File: src/rtl/cds_pkg.sv
// shared types and constants of the drive supervisor
package cds_pkg;

    localparam logic [10:0] ID_CLASS_MASK = 11'h7F0;
    localparam logic [10:0] ID_EMCY       = 11'h080;
    localparam logic [10:0] ID_VELFB      = 11'h180;
    localparam logic [10:0] ID_STATUS     = 11'h280;
    localparam logic [10:0] ID_RPDO       = 11'h200;
    localparam logic [10:0] ID_SDO        = 11'h600;
    localparam logic [10:0] ID_SYNC       = 11'h080;

    localparam logic [15:0] STATUS_FAULT  = 16'h0008;
    localparam logic [15:0] SW_TARGET     = 16'h0400;
    localparam logic [15:0] CWV_RESET     = 16'h0080;
    localparam logic [15:0] CWV_SHUTDOWN  = 16'h0006;
    localparam logic [15:0] CWV_ENABLE    = 16'h000F;
    localparam logic [15:0] OBJ_CW        = 16'h6040;
    localparam logic [7:0]  SDO_WRITE4    = 8'h2B;

    localparam logic [3:0]  LEN_SDO       = 4'd8;
    localparam logic [3:0]  LEN_RPDO      = 4'd4;
    localparam logic [3:0]  LEN_SYNC      = 4'd0;
    localparam logic [3:0]  LEN_STATUS_MIN = 4'd2;

    localparam logic [1:0]  CMD_EMCY      = 2'd0;
    localparam logic [1:0]  CMD_STATUS    = 2'd1;
    localparam logic [1:0]  CMD_TICK      = 2'd2;

    localparam logic [1:0]  CW_NONE       = 2'd0;
    localparam logic [1:0]  CW_RESET      = 2'd1;
    localparam logic [1:0]  CW_SHUTDOWN   = 2'd2;
    localparam logic [1:0]  CW_ENABLE     = 2'd3;

    localparam logic [2:0]  CFG_STEER     = 3'd0;
    localparam logic [2:0]  CFG_TRAVEL    = 3'd1;
    localparam logic [2:0]  CFG_MASK      = 3'd2;
    localparam logic [2:0]  CFG_WAIT      = 3'd3;
    localparam logic [2:0]  CFG_LIMIT     = 3'd4;

    localparam int FIFO_DEPTH = 4;
    localparam int FIFO_AW    = 2;

    typedef struct packed {
        logic [1:0]  kind;
        logic [3:0]  node;
        logic [15:0] status;
    } t_cmd;

    typedef struct packed {
        logic [30:0] steer_speed;
        logic [30:0] travel_speed;
        logic [15:0] steer_mask;
        logic [7:0]  wait_cycles;
        logic [15:0] hb_limit;
    } t_cfg;

    function automatic logic [15:0] cw_value(input logic [1:0] code);
        logic [15:0] v;
        case (code)
            CW_RESET:    v = CWV_RESET;
            CW_SHUTDOWN: v = CWV_SHUTDOWN;
            CW_ENABLE:   v = CWV_ENABLE;
            default:     v = 16'h0000;
        endcase
        return v;
    endfunction

endpackage

File: src/rtl/canopen_drive_supervisor_core.sv
// top level of the drive supervisor: config registers, classifier, queue, sequencer
//
// input channel (valid/stall) takes one request per cycle while o_in_stall is low:
// a received CAN frame (i_action low) or a control cycle tick (i_action high). frame
// requests update the state of drive nodes 1..NODES and produce no output; unknown
// ids are dropped. the classifier feeds a four-entry command queue; o_in_stall is
// high while it is full. a frame request updates node state as it leaves the queue.
// a tick walks the nodes, one per cycle, then emits its output frames: NODES
// velocity frames, one SDO per recovery step due, one SYNC with o_last_frame set.
// every output frame carries the fault and timeout flags as at the end of its tick.
// the output stage is a register: when i_out_stall is high the frame holds and the
// sequencer waits; the queue keeps taking requests until it fills.
// i_cfg_wr_en writes register i_cfg_index at once; writes are expected while idle.
// synchronous active-low reset clears node state, queue and output valid, and loads
// the register defaults.
module canopen_drive_supervisor_core #(
    parameter int NODES = 6
) (
    input  logic        i_clk,
    input  logic        i_rst_n,
    input  logic        i_cfg_wr_en,
    input  logic [2:0]  i_cfg_index,
    input  logic [30:0] i_cfg_data,
    input  logic        i_in_valid,
    output logic        o_in_stall,
    input  logic        i_action,
    input  logic [10:0] i_can_id,
    input  logic [3:0]  i_frame_len,
    input  logic [31:0] i_payload_low,
    output logic        o_out_valid,
    input  logic        i_out_stall,
    output logic [10:0] o_tx_id,
    output logic [3:0]  o_tx_len,
    output logic [63:0] o_tx_data,
    output logic [15:0] o_fault_flags,
    output logic [15:0] o_timeout_flags,
    output logic        o_last_frame
);
    import cds_pkg::*;

    t_cfg r_cfg;
    t_cmd push_cmd;
    t_cmd head_cmd;
    logic push;
    logic pop;
    logic full;
    logic head_valid;

    always_ff @(posedge i_clk) begin
        if (!i_rst_n) begin
            r_cfg.steer_speed  <= 31'd252586;
            r_cfg.travel_speed <= 31'd27306;
            r_cfg.steer_mask   <= 16'd84;
            r_cfg.wait_cycles  <= 8'd50;
            r_cfg.hb_limit     <= 16'd250;
        end else if (i_cfg_wr_en) begin
            case (i_cfg_index)
                CFG_STEER:  r_cfg.steer_speed  <= i_cfg_data;
                CFG_TRAVEL: r_cfg.travel_speed <= i_cfg_data;
                CFG_MASK:   r_cfg.steer_mask   <= i_cfg_data[15:0];
                CFG_WAIT:   r_cfg.wait_cycles  <= i_cfg_data[7:0];
                CFG_LIMIT:  r_cfg.hb_limit     <= i_cfg_data[15:0];
                default:    r_cfg              <= r_cfg;
            endcase
        end
    end

    cds_front #(.NODES(NODES)) u_front (
        .i_in_valid    (i_in_valid),
        .i_action      (i_action),
        .i_can_id      (i_can_id),
        .i_frame_len   (i_frame_len),
        .i_payload_low (i_payload_low),
        .i_full        (full),
        .o_in_stall    (o_in_stall),
        .o_push        (push),
        .o_cmd         (push_cmd)
    );

    cds_fifo u_fifo (
        .i_clk   (i_clk),
        .i_rst_n (i_rst_n),
        .i_push  (push),
        .i_data  (push_cmd),
        .i_pop   (pop),
        .o_full  (full),
        .o_valid (head_valid),
        .o_data  (head_cmd)
    );

    cds_back #(.NODES(NODES)) u_back (
        .i_clk           (i_clk),
        .i_rst_n         (i_rst_n),
        .i_cfg           (r_cfg),
        .i_cmd_valid     (head_valid),
        .i_cmd           (head_cmd),
        .o_cmd_pop       (pop),
        .i_out_stall     (i_out_stall),
        .o_out_valid     (o_out_valid),
        .o_tx_id         (o_tx_id),
        .o_tx_len        (o_tx_len),
        .o_tx_data       (o_tx_data),
        .o_fault_flags   (o_fault_flags),
        .o_timeout_flags (o_timeout_flags),
        .o_last_frame    (o_last_frame)
    );

endmodule

File: src/rtl/cds_front.sv
// request classifier: sorts received frames and ticks into back-end commands
module cds_front #(
    parameter int NODES = 6
) (
    input  logic          i_in_valid,
    input  logic          i_action,
    input  logic [10:0]   i_can_id,
    input  logic [3:0]    i_frame_len,
    input  logic [31:0]   i_payload_low,
    input  logic          i_full,
    output logic          o_in_stall,
    output logic          o_push,
    output cds_pkg::t_cmd o_cmd
);
    import cds_pkg::*;

    logic [3:0] node_id;
    logic       node_ok;
    logic       keep;

    assign node_id = i_can_id[3:0];
    assign node_ok = (node_id != 4'd0) && (node_id <= 4'(NODES));
    assign o_in_stall = i_full;

    always_comb begin
        keep         = 1'b0;
        o_cmd.kind   = CMD_TICK;
        o_cmd.node   = node_id - 4'd1;
        o_cmd.status = i_payload_low[15:0];
        if (i_action) begin
            keep = 1'b1;
        end else if (node_ok) begin
            case (i_can_id & ID_CLASS_MASK)
                ID_EMCY: begin
                    keep       = 1'b1;
                    o_cmd.kind = CMD_EMCY;
                end
                ID_STATUS: begin
                    keep       = (i_frame_len >= LEN_STATUS_MIN);
                    o_cmd.kind = CMD_STATUS;
                end
                ID_VELFB: begin
                    keep = 1'b0;
                end
                default: begin
                    keep = 1'b0;
                end
            endcase
        end
    end

    assign o_push = i_in_valid && !i_full && keep;

endmodule

File: src/rtl/cds_fifo.sv
// short command queue between classifier and node sequencer
module cds_fifo (
    input  logic          i_clk,
    input  logic          i_rst_n,
    input  logic          i_push,
    input  cds_pkg::t_cmd i_data,
    input  logic          i_pop,
    output logic          o_full,
    output logic          o_valid,
    output cds_pkg::t_cmd o_data
);
    import cds_pkg::*;

    t_cmd               r_mem [FIFO_DEPTH];
    logic [FIFO_AW-1:0] r_wr_ptr;
    logic [FIFO_AW-1:0] r_rd_ptr;
    logic [FIFO_AW:0]   r_count;

    assign o_full  = (r_count == (FIFO_AW+1)'(FIFO_DEPTH));
    assign o_valid = (r_count != '0);
    assign o_data  = r_mem[r_rd_ptr];

    always_ff @(posedge i_clk) begin
        if (i_push) begin
            r_mem[r_wr_ptr] <= i_data;
        end
    end

    always_ff @(posedge i_clk) begin
        if (!i_rst_n) begin
            r_wr_ptr <= '0;
            r_rd_ptr <= '0;
            r_count  <= '0;
        end else begin
            if (i_push) begin
                r_wr_ptr <= r_wr_ptr + 1'b1;
            end
            if (i_pop) begin
                r_rd_ptr <= r_rd_ptr + 1'b1;
            end
            case ({i_push, i_pop})
                2'b10:   r_count <= r_count + 1'b1;
                2'b01:   r_count <= r_count - 1'b1;
                default: r_count <= r_count;
            endcase
        end
    end

endmodule

File: src/rtl/cds_back.sv
// node sequencer: per-node state, recovery walk and frame emission
module cds_back #(
    parameter int NODES = 6
) (
    input  logic          i_clk,
    input  logic          i_rst_n,
    input  cds_pkg::t_cfg i_cfg,
    input  logic          i_cmd_valid,
    input  cds_pkg::t_cmd i_cmd,
    output logic          o_cmd_pop,
    input  logic          i_out_stall,
    output logic          o_out_valid,
    output logic [10:0]   o_tx_id,
    output logic [3:0]    o_tx_len,
    output logic [63:0]   o_tx_data,
    output logic [15:0]   o_fault_flags,
    output logic [15:0]   o_timeout_flags,
    output logic          o_last_frame
);
    import cds_pkg::*;

    localparam int IW = (NODES > 1) ? $clog2(NODES) : 1;
    localparam int PW = $clog2(NODES + 1);

    localparam logic [1:0] S_IDLE = 2'd0;
    localparam logic [1:0] S_WALK = 2'd1;
    localparam logic [1:0] S_EMIT = 2'd2;

    logic [1:0]    r_state;
    logic [PW-1:0] r_ptr;
    logic          r_phase;

    logic          r_rev   [NODES];
    logic [15:0]   r_now   [NODES];
    logic [15:0]   r_prev  [NODES];
    logic          r_seen  [NODES];
    logic          r_fault [NODES];
    logic          r_rec   [NODES];
    logic [1:0]    r_step  [NODES];
    logic [7:0]    r_wait  [NODES];
    logic [15:0]   r_sil   [NODES];
    logic          r_to    [NODES];
    logic [1:0]    r_code  [NODES];
    logic [31:0]   r_vel   [NODES];

    logic          r_out_valid;
    logic [10:0]   r_tx_id;
    logic [3:0]    r_tx_len;
    logic [63:0]   r_tx_data;
    logic [15:0]   r_fault_flags;
    logic [15:0]   r_timeout_flags;
    logic          r_last_frame;

    logic [IW-1:0] wi;
    logic [IW-1:0] ci;
    logic [3:0]    node_id;
    logic          fault_in;
    logic          n_rev;
    logic [15:0]   n_prev;
    logic          n_fault;
    logic          n_rec;
    logic [1:0]    n_step;
    logic [7:0]    n_wait;
    logic [15:0]   n_sil;
    logic          n_to;
    logic [1:0]    n_code;
    logic [31:0]   n_vel;
    logic [30:0]   mag;
    logic [15:0]   fault_vec;
    logic [15:0]   timeout_vec;
    logic          out_free;

    assign wi       = r_ptr[IW-1:0];
    assign ci       = i_cmd.node[IW-1:0];
    assign node_id  = 4'(r_ptr) + 4'd1;
    assign out_free = !r_out_valid || !i_out_stall;
    assign o_cmd_pop = (r_state == S_IDLE) && i_cmd_valid;

    // per-node walk step
    always_comb begin
        fault_in = r_fault[wi] || (r_seen[wi] && ((r_now[wi] & STATUS_FAULT) != 16'h0000));
        n_rev    = r_rev[wi];
        n_fault  = r_fault[wi];
        n_rec    = r_rec[wi];
        n_step   = r_step[wi];
        n_wait   = r_wait[wi];
        n_to     = r_to[wi];
        n_code   = CW_NONE;
        n_vel    = 32'h0;
        mag      = i_cfg.steer_mask[node_id] ? i_cfg.steer_speed : i_cfg.travel_speed;
        if (fault_in) begin
            n_fault = 1'b1;
            if (!r_rec[wi]) begin
                n_rec  = 1'b1;
                n_step = 2'd0;
                n_wait = 8'd0;
            end
        end else if (r_seen[wi] && ((r_now[wi] & SW_TARGET) != 16'h0000)
                     && ((r_prev[wi] & SW_TARGET) == 16'h0000)) begin
            n_rev = ~r_rev[wi];
        end
        n_prev = r_seen[wi] ? r_now[wi] : r_prev[wi];
        n_sil  = (r_sil[wi] == 16'hFFFF) ? r_sil[wi] : r_sil[wi] + 16'd1;
        if (n_sil > i_cfg.hb_limit) begin
            n_to = 1'b1;
        end
        if (n_rec) begin
            n_wait = n_wait + 8'd1;
            if (n_wait >= i_cfg.wait_cycles) begin
                n_wait = 8'd0;
                case (n_step)
                    2'd0: begin
                        n_code = CW_RESET;
                        n_step = 2'd1;
                    end
                    2'd1: begin
                        n_code = CW_SHUTDOWN;
                        n_step = 2'd2;
                    end
                    2'd2: begin
                        n_code = CW_ENABLE;
                        n_step = 2'd3;
                    end
                    default: begin
                        n_fault = 1'b0;
                        n_to    = 1'b0;
                        n_rec   = 1'b0;
                        n_sil   = 16'd0;
                    end
                endcase
            end
        end else begin
            n_vel = n_rev ? (32'h0 - {1'b0, mag}) : {1'b0, mag};
        end
    end

    always_comb begin
        fault_vec   = 16'h0000;
        timeout_vec = 16'h0000;
        for (int n = 0; n < NODES; n++) begin
            fault_vec[n+1]   = r_fault[n];
            timeout_vec[n+1] = r_to[n];
        end
    end

    always_ff @(posedge i_clk) begin
        if (!i_rst_n) begin
            r_state     <= S_IDLE;
            r_ptr       <= '0;
            r_phase     <= 1'b0;
            r_out_valid <= 1'b0;
            for (int n = 0; n < NODES; n++) begin
                r_rev[n]   <= 1'b0;
                r_now[n]   <= 16'h0;
                r_prev[n]  <= 16'h0;
                r_seen[n]  <= 1'b0;
                r_fault[n] <= 1'b0;
                r_rec[n]   <= 1'b0;
                r_step[n]  <= 2'd0;
                r_wait[n]  <= 8'd0;
                r_sil[n]   <= 16'h0;
                r_to[n]    <= 1'b0;
            end
        end else begin
            if (out_free) begin
                r_out_valid <= (r_state == S_EMIT);
            end
            case (r_state)
                S_IDLE: begin
                    if (i_cmd_valid) begin
                        case (i_cmd.kind)
                            CMD_EMCY: begin
                                r_fault[ci] <= 1'b1;
                            end
                            CMD_STATUS: begin
                                r_now[ci]  <= i_cmd.status;
                                r_seen[ci] <= 1'b1;
                                r_sil[ci]  <= 16'h0;
                                r_to[ci]   <= 1'b0;
                            end
                            CMD_TICK: begin
                                r_ptr   <= '0;
                                r_state <= S_WALK;
                            end
                            default: begin
                                r_state <= S_IDLE;
                            end
                        endcase
                    end
                end
                S_WALK: begin
                    r_rev[wi]   <= n_rev;
                    r_prev[wi]  <= n_prev;
                    r_seen[wi]  <= 1'b0;
                    r_fault[wi] <= n_fault;
                    r_rec[wi]   <= n_rec;
                    r_step[wi]  <= n_step;
                    r_wait[wi]  <= n_wait;
                    r_sil[wi]   <= n_sil;
                    r_to[wi]    <= n_to;
                    if (r_ptr == PW'(NODES - 1)) begin
                        r_ptr   <= '0;
                        r_phase <= 1'b0;
                        r_state <= S_EMIT;
                    end else begin
                        r_ptr <= r_ptr + 1'b1;
                    end
                end
                S_EMIT: begin
                    if (out_free) begin
                        if (r_ptr == PW'(NODES)) begin
                            r_state <= S_IDLE;
                        end else if (!r_phase && (r_code[wi] != CW_NONE)) begin
                            r_phase <= 1'b1;
                        end else begin
                            r_phase <= 1'b0;
                            r_ptr   <= r_ptr + 1'b1;
                        end
                    end
                end
                default: begin
                    r_state <= S_IDLE;
                end
            endcase
        end
    end

    // walk results kept for emission
    always_ff @(posedge i_clk) begin
        if (r_state == S_WALK) begin
            r_code[wi] <= n_code;
            r_vel[wi]  <= n_vel;
        end
    end

    always_ff @(posedge i_clk) begin
        if ((r_state == S_EMIT) && out_free) begin
            r_fault_flags   <= fault_vec;
            r_timeout_flags <= timeout_vec;
            if (r_ptr == PW'(NODES)) begin
                r_tx_id      <= ID_SYNC;
                r_tx_len     <= LEN_SYNC;
                r_tx_data    <= 64'h0;
                r_last_frame <= 1'b1;
            end else if (!r_phase && (r_code[wi] != CW_NONE)) begin
                r_tx_id      <= ID_SDO + 11'(node_id);
                r_tx_len     <= LEN_SDO;
                r_tx_data    <= {16'h0000, cw_value(r_code[wi]), 8'h00, OBJ_CW, SDO_WRITE4};
                r_last_frame <= 1'b0;
            end else begin
                r_tx_id      <= ID_RPDO + 11'(node_id);
                r_tx_len     <= LEN_RPDO;
                r_tx_data    <= {32'h0, r_vel[wi]};
                r_last_frame <= 1'b0;
            end
        end
    end

    assign o_out_valid     = r_out_valid;
    assign o_tx_id         = r_tx_id;
    assign o_tx_len        = r_tx_len;
    assign o_tx_data       = r_tx_data;
    assign o_fault_flags   = r_fault_flags;
    assign o_timeout_flags = r_timeout_flags;
    assign o_last_frame    = r_last_frame;

endmodule

File: config.mk
export PLATFORM = sky130hd
export DESIGN_NAME = canopen_drive_supervisor_core
export DESIGN_NICKNAME = d
export VERILOG_FILES = /design/src/rtl/cds_pkg.sv /design/src/rtl/canopen_drive_supervisor_core.sv /design/src/rtl/cds_front.sv /design/src/rtl/cds_fifo.sv /design/src/rtl/cds_back.sv
export SDC_FILE = /design/constraint.sdc
export NUM_CORES = 1
export LEC_CHECK = 0
export BUFFER_PORTS_ARGS = -buffer_cell sky130_fd_sc_hd__buf_2
export CORE_ASPECT_RATIO = 0.75
export CORE_MARGIN = 4
export CORE_UTILIZATION = 41
export DETAILED_ROUTE_END_ITERATION = 6
export GPL_TIMING_DRIVEN = 0
export SLEW_MARGIN = 30
export SYNTH_ARGS = -nofsm -noshare
export SYNTH_HDL_FRONTEND = slang
export SYNTH_HIERARCHICAL = 1
export SYNTH_SLANG_ARGS = --single-unit
File: constraint.sdc
create_clock -name i_clk -period 10.05 [get_ports i_clk]
set_input_delay 0.5025 -clock i_clk [delete_from_list [all_inputs] [get_ports i_clk]]
set_output_delay 0.5025 -clock i_clk [all_outputs]
set_load 0.005 [all_outputs]
# Word level (Yosys, flattened, before mapping)

Memories as Yosys holds them, arrays and structs flattened. A register that Yosys moved wholly into a read port is not among the register bits.
Index checks and enable logic that the tools add are counted.

Input port bits: 87
Bits in writable memories: 670
Logic and storage cells: 282
ROM bits: 0
Bits in registers: 188
Output and inout port bits: 114
Bits in latches: 0
Memories kept: 13

Equal/unequal tests: 29
Reduce and logical (&&, ||, !) cells: 52
Add/subtract/negate cells: 12
Shift operators: 0
Multiplexer cells: 151
Div/mod/pow operators: 0
Multipliers: 0
Bitwise logic cells: 2
$lt $le $gt $ge: 5

Memories:

| name          | depth | bits a word | rd ports | clocked after Yosys merged registers in | write ports | line           | RTL |
|---|---|---|---|---|---|---|---|
| u_back.r_vel  | 6     | 32          | 1        | 1                                       | 1           | cds_back.sv:44 | `logic [31:0] r_vel [NODES];` |
| u_back.r_now  | 6     | 16          | 1        | 1                                       | 6           | cds_back.sv:34 | `logic [15:0] r_now [NODES];` |
| u_back.r_prev | 6     | 16          | 1        | 1                                       | 6           | cds_back.sv:35 | `logic [15:0] r_prev [NODES];` |
| u_back.r_sil  | 6     | 16          | 1        | 1                                       | 6           | cds_back.sv:41 | `logic [15:0] r_sil [NODES];` |
| u_fifo.r_mem  | 4     | 22          | 1        | 1                                       | 1           | cds_fifo.sv:14 | `t_cmd r_mem [FIFO_DEPTH];` |
| u_back.r_wait | 6     | 8           | 1        | 1                                       | 6           | cds_back.sv:40 | `logic [7:0] r_wait [NODES];` |
| +7 memories   | -     | -           | -        | -                                       | -           | -              |  |

Operators by type and width:

| operator                                          | count |
|---|---|
| two-way mux 16 bit                                | 9 |
| two-way mux 3 bit                                 | 44 |
| two-way mux 32 bit                                | 2 |
| OR reduction 16 bit                               | 4 |
| two-way mux 1 bit                                 | 61 |
| two-way mux 8 bit                                 | 5 |
| subtractor 1 x 31 -> 32 bit, first input constant | 1 |
| two-way mux 31 bit                                | 1 |
| two-way mux 2 bit                                 | 15 |
| one-hot mux 8 bit (3 select lines)                | 1 |
| two-way mux 23 bit                                | 1 |
| one-hot mux 2 bit (3 select lines)                | 3 |
| adder 16 x 1 -> 16 bit, second input constant     | 1 |
| == test 16 bit, second input constant             | 1 |
| > comparator 16 bit                               | 1 |
| zero test 16 bit                                  | 1 |
| == test 2 bit, second input constant              | 6 |
| == test 3 bit, second input constant              | 4 |
| adder 10 x 4 -> 11 bit, first input constant      | 1 |
| adder 10 x 5 -> 11 bit, first input constant      | 1 |
| two-way mux 11 bit                                | 1 |
| == test 2 x 1 -> 1 bit, second input constant     | 5 |
| inequality test 2 bit, second input constant      | 5 |
| AND reduction 2 bit                               | 5 |
| 37 further kinds                                  | 72 |

# Logic depth before layout (Yosys ltp)

Gate-level depths: netlist of run 1.

Word-level depth: 9
Mapped depth: 23
Mapped depth without buffers: 18

# Modules after synthesis

Netlist of run 1, hierarchy kept.

By module, submodules not included:

| module                        | area each (µm²) | cells each | sequential area each (µm²) | times used |
|---|---|---|---|---|
| cds_back                      | 25652.1         | 1851       | 15925.3                    | 1 |
| canopen_drive_supervisor_core | 4017.6          | 386        | 2042.0                     | 1 |
| cds_fifo                      | 3621.0          | 156        | 2822.7                     | 1 |
| cds_front                     | 265.3           | 36         | 0.0                        | 1 |

# Worst setup path after synthesis of run 1

OpenSTA, ideal clock, no wires.

Path type: register to register
From: reg u_back.r_ptr[0]
To: mem u_back.r_vel[0][28], data pin
Path buffers: 5
Slack: 5101 ps
Data required time: 9808 ps
Setup time: 242 ps
Cell stages (with the launch flop): 19
Period minus slack after synthesis: 4949 ps
Arrival: 4707 ps
Path through: dfxtp_1 clkbuf_1 inv_1 ha_1 buf_2 mux4_2 nand3_1 a41oi_1 buf_2 buf_2 buf_2 mux2i_1 ha_1 nor4b_1 nand4_1 or3_1 o31ai_1 nor3_1 nor3b_1

Word-level cells in the longest chain between the ends: 7

RTL lines:

| element                                     | line            | RTL |
|---|---|---|
| start, declared                             | cds_back.sv:30  | `logic [PW-1:0] r_ptr;` |
| start signal, assigned                      | cds_back.sv:206 | `r_ptr <= r_ptr + 1'b1;` |
| start signal, assigned                      | cds_back.sv:217 | `r_ptr <= r_ptr + 1'b1;` |
| adder 3 x 1 -> 4 bit (*)                    | cds_back.sv:75  | `assign node_id = 4'(r_ptr) + 4'd1;` |
| via u_back.node_id[0]                       | cds_back.sv:56  | `logic [3:0] node_id;` |
| binary-select mux 1 bit (select 4 bit) (*)  | cds_back.sv:90  | `mag = i_cfg.steer_mask[node_id] ? i_cfg.steer_speed : i_cfg.travel_speed;` |
| two-way mux 1 bit (not written as such) (*) | cds_back.sv:90  |  |
| two-way mux 31 bit (*)                      | cds_back.sv:90  |  |
| subtractor 1 x 31 -> 32 bit                 | cds_back.sv:133 | `n_vel = n_rev ? (32'h0 - {1'b0, mag}) : {1'b0, mag};` |
| two-way mux 32 bit (*)                      | cds_back.sv:133 |  |
| two-way mux 32 bit (*)                      | cds_back.sv:107 | `if (n_rec) begin` |
| via u_back.n_vel[28]                        | cds_back.sv:67  | `logic [31:0] n_vel;` |
| end, declared                               | cds_back.sv:44  |  |

Mark *: on every way through the listed nets, which the timed path passes. The rest lies on a longest branch. The select of a mux whose other input is x is not followed.

# Worst setup path in the final report of run 1

From: reg u_back.r_ptr[0]
To: mem u_back.r_vel[4][28], data pin

Same word-level chain as after synthesis.

==> results of run 1 <==
## metal layers
metal,vias to the layer above,share of wire [%]
met3,140,9.3
li1,9050,-
met4,0,2.7
met5,-,0
met1,10200,46
met2,861,42
## metrics by stage
step | total power (uW) | setup slack, ps
6_report | 6530 | 2970
5_1_grt | 6790 | 2500
4_1_cts | 6590 | 3070
3_5_place_dp | 4040 | 3100
3_3_place_gp | 4000 | 2550
2_1_floorplan | 3750 | 5100
## cell usage in the layout (no fill, tap or decap), types with 13 or more instances in the layout
master and instances:
a211oi_1 45, a21oi_1 26, and2_1 17, buf_2 152
buf_4 73, buf_6 18, clkbuf_1 67, clkbuf_16 71
clkinv_2 13, conb_1 53, dfxtp_1 142, edfxtp_1 535
ha_1 44, inv_1 71, mux2_2 28, mux2i_1 201
mux4_2 106, nand2_1 191, nand2b_1 17, nand3_1 44
nor2_1 268, nor2b_1 59, nor3_1 36, nor4_1 21
o21ai_0 45, or3_1 13, xor2_1 32
## worst paths after layout
kind	startpoint	to	slack, ps	depth (start not counted)
max	u_back/r_ptr[0]	u_back/r_vel[4][28]	2970	18
min	i_payload_low[10]	u_fifo/r_mem[3][10]	100	1
min reg2reg	r_cfg[32]	r_cfg[32]	460	2
max reg2reg	u_back/r_ptr[0]	u_back/r_vel[4][28]	2970	18
## power groups by stage
stage / sequential, uW / combinational, uW / clock (uW)
4_1_cts: 3210 / 778 / 2600
3_5_place_dp: 3270 / 775 / 0
3_3_place_gp: 3270 / 731 / 0
5_1_grt: 3210 / 852 / 2720
6_report: 3210 / 785 / 2540
2_1_floorplan: 3250 / 494 / 0
## state kept, by name, indices dropped and copies added (netlist names), 6 cells and up, named ones only
register and cells:
r_cfg 98, u_back/o_fault_flags 6, u_back/o_timeout_flags 6, u_back/o_tx_data 35
u_back/o_tx_id 7, u_back/r_code 12, u_back/r_fault 8, u_back/r_now 16
u_back/r_prev 8, u_back/r_rec 8, u_back/r_rev 8, u_back/r_seen 8
u_back/r_sil 128, u_back/r_step 16, u_back/r_to 8, u_back/r_vel 192
u_back/r_wait 64, u_fifo/r_mem 28
## worst register-to-register path: cells and delay by family (launching register included)
family,cells,cell delay (ps)
adders and majority gates,2,680
muxes,2,770
AOI/OAI and AO/OA,2,740
and+or+nand+nor,6,2210
buffers and inverters,6,2000
DFF,1,370
## area by class of cell
cell class                      count  area, um^2  area share [%]
Sequential cell                   677       18900            52.7
Multi-Input combinational cell   1441       11100            31.0
Clock buffer                       99        1950            5.45
Tap cell                         1023        1280            3.57
Buffer                            182        1150            3.21
Timing Repair Buffer              131         868            2.42
Inverter                           78         295           0.824
Clock inverter                     29         279           0.778
==> metrics.md, run 1 <==
| Metric | Value |
|---|---|
| Outcome | finished clean |
| Number of remaining DRC errors | 0 |
| Maximum buffer depth of the clock tree | 3 |
| Global routing usage on met1 | 31.3% |
| Die height | 247 um |
| Die ar. | 80500 um^2 |
| CTS Sinks | 677 |
| Max-cap violation count | 0 |
| Max incr delay on CP | 750 ps |
| CTS tree | done |
| CP arrival | 7370 ps |
| Detailed Route WL | 85.7 mm |
| Hold Crit Class | input port to register |
| TritonCTS Buffers | 70 |
| GRT overflow | 0 |
| Post_cts resized | 0 |
| Crit share post-route | 70.4% |
| Final setup violating endpoints | 0 |
| Internal Power | 4910 uW |
| Met3 Resource Use GR | 5.06% |
| Number of global-route vias before repair | 20200 |
| Placed cells | 3532 |
| Pre-Repair DR Iteration Count | 6 |
| Layout area overhead | 15.0% |
| HPWL after DPL | 61.7 mm |
| Buffer and inverter count on the worst path | 6 |
| Crit path capture type | register |
| CP max stage cell | nor3b_1 |
| Total number of vias | 20300 |
| First-pass GRT wire length | 127 mm |
| Post-CTS Hold Buffers | 0 |
| CTS H-tree depth | 3 |
| Share of cells above drive strength 1 | 20.4% |
| Cell family with most CP delay | simple AND/OR/NAND/NOR gates |
| Core area | 75200 um^2 |
| Max Freq | 141 MHz |
| Slew margin rel. | 32.0% |
| Least-Margin Pin Slew | 1010 ps |
| Worst vdd ir | 105 uV |
| Clk_skew | 23.8 ps |
| Mapped cell area | 31200 um^2 |
| Top cell by count, worst path | buf_2 |
| Fin nets | 2713 |
| Initial Utilization | 41.4% |
| Largest net degree at the start of global routing | 38 |
| Io pins | 201 |
| Row count | 87 |
| RSZ-0062 raised after global routing | no |
| ANT cells | 0 |
| Yosys warning count | 6 |
| Clk pin slew, worst setup/hold paths | 60 ps |
| Worst EP required | 10340 ps |
| Clk root buf | clkbuf_16 |
| Sequential power share | 49.1% |
| Sw frac | 24.8% |
| Leak | 0.0129 uW |
| Power Density | 182 nW/um^2 |
| Worst-path maximum fanout | 10 |
| # fillers | 6575 |
| Final min period | 7080 ps |
| Die Wd | 326 um |
| GR Util All Layers | 21.1% |
| Met2 usage | 30.5% |
| Combinational group share of total power | 12.0% |
| Hold WS | 105 ps |
| DRT antenna net count | 0 |
| Clock Power Share | 38.9% |
| Cells after Synth | 2326 |
| Clock latency at the later pin of the worst-skew pair | 610 ps |
| Endpoints failing hold | 0 |
| Final Instance Area | 35800 um^2 |
| Violation count after the first detailed-route iteration | 2073 |
| Routed len/inst | 23.4 um |
| Setup CP Type | register to register |
| Port Buf Inserts | 114 |
| Avg Cell Area, Syn | 13.4 um^2 |
| Psw | 1620 uW |
| Final slew viol count | 0 |
| DP Area | 33600 um^2 |
| Non-filler cells, final | 3660 |
| Setup repair bufs after CTS | 0 |
| Gp weighted congestion | 0.901 |
| Gr busiest metal | met1 |
| Vias per inst | 5.54 |
| Setup TNS | 0 ps |
| CP cell instances | clkbuf_1 > inv_1 > ha_1 > buf_2 > mux4_2 > nand3_1 > a41oi_1 > buf_2 > buf_2 > buf_2 > mux2i_1 > ha_1 > nor4b_2 > nand4_1 > or3_1 > o31ai_1 > nor3_1 > nor3b_1 |
| Initial antenna violation count | 1 |
| Core Util, Final | 47.7% |
| Startpoint Class | register |
No activity file was read; power rests on OpenSTA's default activity.
==> run 2, diff against run 1 <==
clock period = 6.35 ns   (was 10.05 ns; I/O delays follow)
==> run 2 against run 1 <==
Sequential cell count is the same. Power is 59% higher. Critical path depth unchanged. Sequential share of layout area is 0.51 points lower. Non-clock buffer count grew 25. Cell count increased by 0.71%. Combinational power is 61% higher. Worst setup slack lost 2800 ps. Register-to-register slack got worse by 2800 ps. Fmax increased by 15%.
==> metrics.md, run 2 (same netlist as run 1, synthesis figures left out) <==
| Metric | Value |
|---|---|
| Least-Margin Pin Slew | 1010 ps |
| Initial Utilization | 41.4% |
| HPWL after DPL | 61.7 mm |
| Clk pin slew, worst setup/hold paths | 60 ps |
| Total number of vias | 20300 |
| Setup WS pre-CTS | -604 ps |
| Violation count after the first detailed-route iteration | 2160 |
| Power Total | 10400 uW |
| Final min period | 6130 ps |
| PnR worst setup slack | 219 ps |
| Row count | 87 |
| Clk_skew | 22.9 ps |
| CTS tree | done |
| Routed len/inst | 23.2 um |
| Initial antenna violation count | 2 |
| Startpoint Class | register |
| Leak | 0.0130 uW |
| Slew margin rel. | 32.2% |
| Biggest register | u_back/r_vel |
| Most common cell after layout, fill and taps aside | edfxtp_1 |
| Endpoints failing hold | 0 |
| Number of global-route vias before repair | 20300 |
| Clk root buf | clkbuf_16 |
| Gp weighted congestion | 0.901 |
| Die Wd | 326 um |
| Largest net degree at the start of global routing | 38 |
| Io pins | 201 |
| Max Freq | 163 MHz |
| Number of remaining DRC errors | 0 |
| DRT antenna net count | 0 |
| Final Instance Area | 36200 um^2 |
| Die height | 247 um |
| CTS H-tree depth | 3 |
| Setup CP Type | register to register |
| TritonCTS Buffers | 70 |
| Worst EP required | 6690 ps |
| Port Buf Inserts | 114 |
| Die ar. | 80500 um^2 |
| Fin nets | 2738 |
| Layout area overhead | 16.2% |
| CTS Sinks | 677 |
| Share of cells above drive strength 1 | 20.7% |
| Final setup violating endpoints | 0 |
| Crit share post-route | 96.6% |
| Detailed Route WL | 85.5 mm |
| Largest register FFs | 192 |
| Hold Crit Class | input port to register |
| Maximum buffer depth of the clock tree | 3 |
| Clock latency at the later pin of the worst-skew pair | 610 ps |
| Outcome | finished clean |
| # fillers | 6548 |
| Setup TNS | 0 ps |
| Pre-Repair DR Iteration Count | 6 |
| Commonest cells after routing, fill and taps aside | edfxtp_1 (535), nor2_1 (268), mux2i_1 (200) |
| GR Util All Layers | 21.1% |
| CP arrival | 6470 ps |
| RSZ-0062 raised after global routing | no |
| Worst-path maximum fanout | 10 |
| Largest regs | u_back/r_vel: 192 flops, u_back/r_sil: 128 flops, r_cfg: 98 flops |
| DP Area | 33600 um^2 |
| First-pass GRT wire length | 127 mm |
| Vias per inst | 5.51 |
| Power Density | 286 nW/um^2 |
| Max-cap violation count | 0 |
| Crit path capture type | register |
| GRT overflow | 0 |
| Worst vdd ir | 167 uV |
| Core area | 75200 um^2 |
| Hold WS | 41.0 ps |
| Final slew viol count | 0 |
-- run 2: changes by cell type in the layout (fill, tap and decap cells not counted), sizes merged --
| cell | before | now |
|---|---|---|
| buf | 267 | 264 |
| clkbuf | 145 | 146 |
| clkdlybuf4s15 | 0 | 1 |
| diode | 0 | 1 |
| dlygate4sd3 | 0 | 26 |
-- run 2: critical path, cell delays in order, from the launching register on --
cell      delay, ps
dfxtp_1         360
clkbuf_2        260
inv_1           190
ha_1            320
buf_2           240
mux4_2          430
nand3_1         100
a41oi_2         450
buf_2           360
buf_2           320
buf_2           370
mux2i_1         320
ha_1            350
nor4b_1         290
and3_1          320
nand3_1         170
o31ai_1         420
nor3_1          120
nor3b_2         470
-- run 2: metal layers --
layer | part of all wire (%) | wire [um] | GRT usage (%) | vias to the layer above
met1 | 46 | 38900 | 30.9 | 10200
met3 | 9.5 | 8090 | 5.51 | 135
met4 | 2.6 | 2210 | 6.19 | 0
met5 | 0 | 0 | 0 | -
li1 | - | - | - | 9091
met2 | 42 | 36300 | 30.7 | 874
-- run 2: metrics by stage --
stage	util, %	cells
after floorplan	-	2378
after global placement	44.1	3515
after detailed placement	44.7	3532
after CTS	48.0	3684
after global routing	48.1	3685
final	48.1	3686
-- run 2: final cells by class --
| type | count | area [um^2] | area share [%] |
|---|---|---|---|
| Buffer | 180 | 1160 | 3.19 |
| Clock buffer | 99 | 1950 | 5.39 |
| Clock inverter | 29 | 279 | 0.771 |
| Tap cell | 1023 | 1280 | 3.54 |
| Multi-Input combinational cell | 1441 | 11200 | 30.9 |
| Antenna cell | 1 | 2.50 | 0.00691 |
| Sequential cell | 677 | 18900 | 52.2 |
| Inverter | 78 | 295 | 0.816 |
| Timing Repair Buffer | 158 | 1150 | 3.17 |
-- run 2: path summary, 6_finish.rpt --
| path | from | to | slack, ps | depth (start not counted) |
|---|---|---|---|---|
| setup reg to reg | u_back/r_ptr[0] | u_back/r_vel[4][28] | 220 | 18 |
| hold reg to reg | r_cfg[32] | r_cfg[32] | 460 | 2 |
| setup / recovery | u_back/r_ptr[0] | u_back/r_vel[4][28] | 220 | 18 |
| hold / removal | i_cfg_data[30] | r_cfg[101] | 40 | 3 |
-- run 2: what timing repair did --
item                                   CTS  global route
hold buffers                            26             0
pin swaps                                0             2
gates resized for setup                  8            10
setup endpoints to repair               78            82
buffers inserted                         0             1
endpoints found under the hold margin   44             0
-- run 2: power breakdown --
part | switching, uW | internal, uW | total (uW) | leakage (uW)
clock | 1700 | 2320 | 4020 | 0.00110
sequential | 78.7 | 4990 | 5070 | 0.00623
combinational | 788 | 471 | 1260 | 0.00572
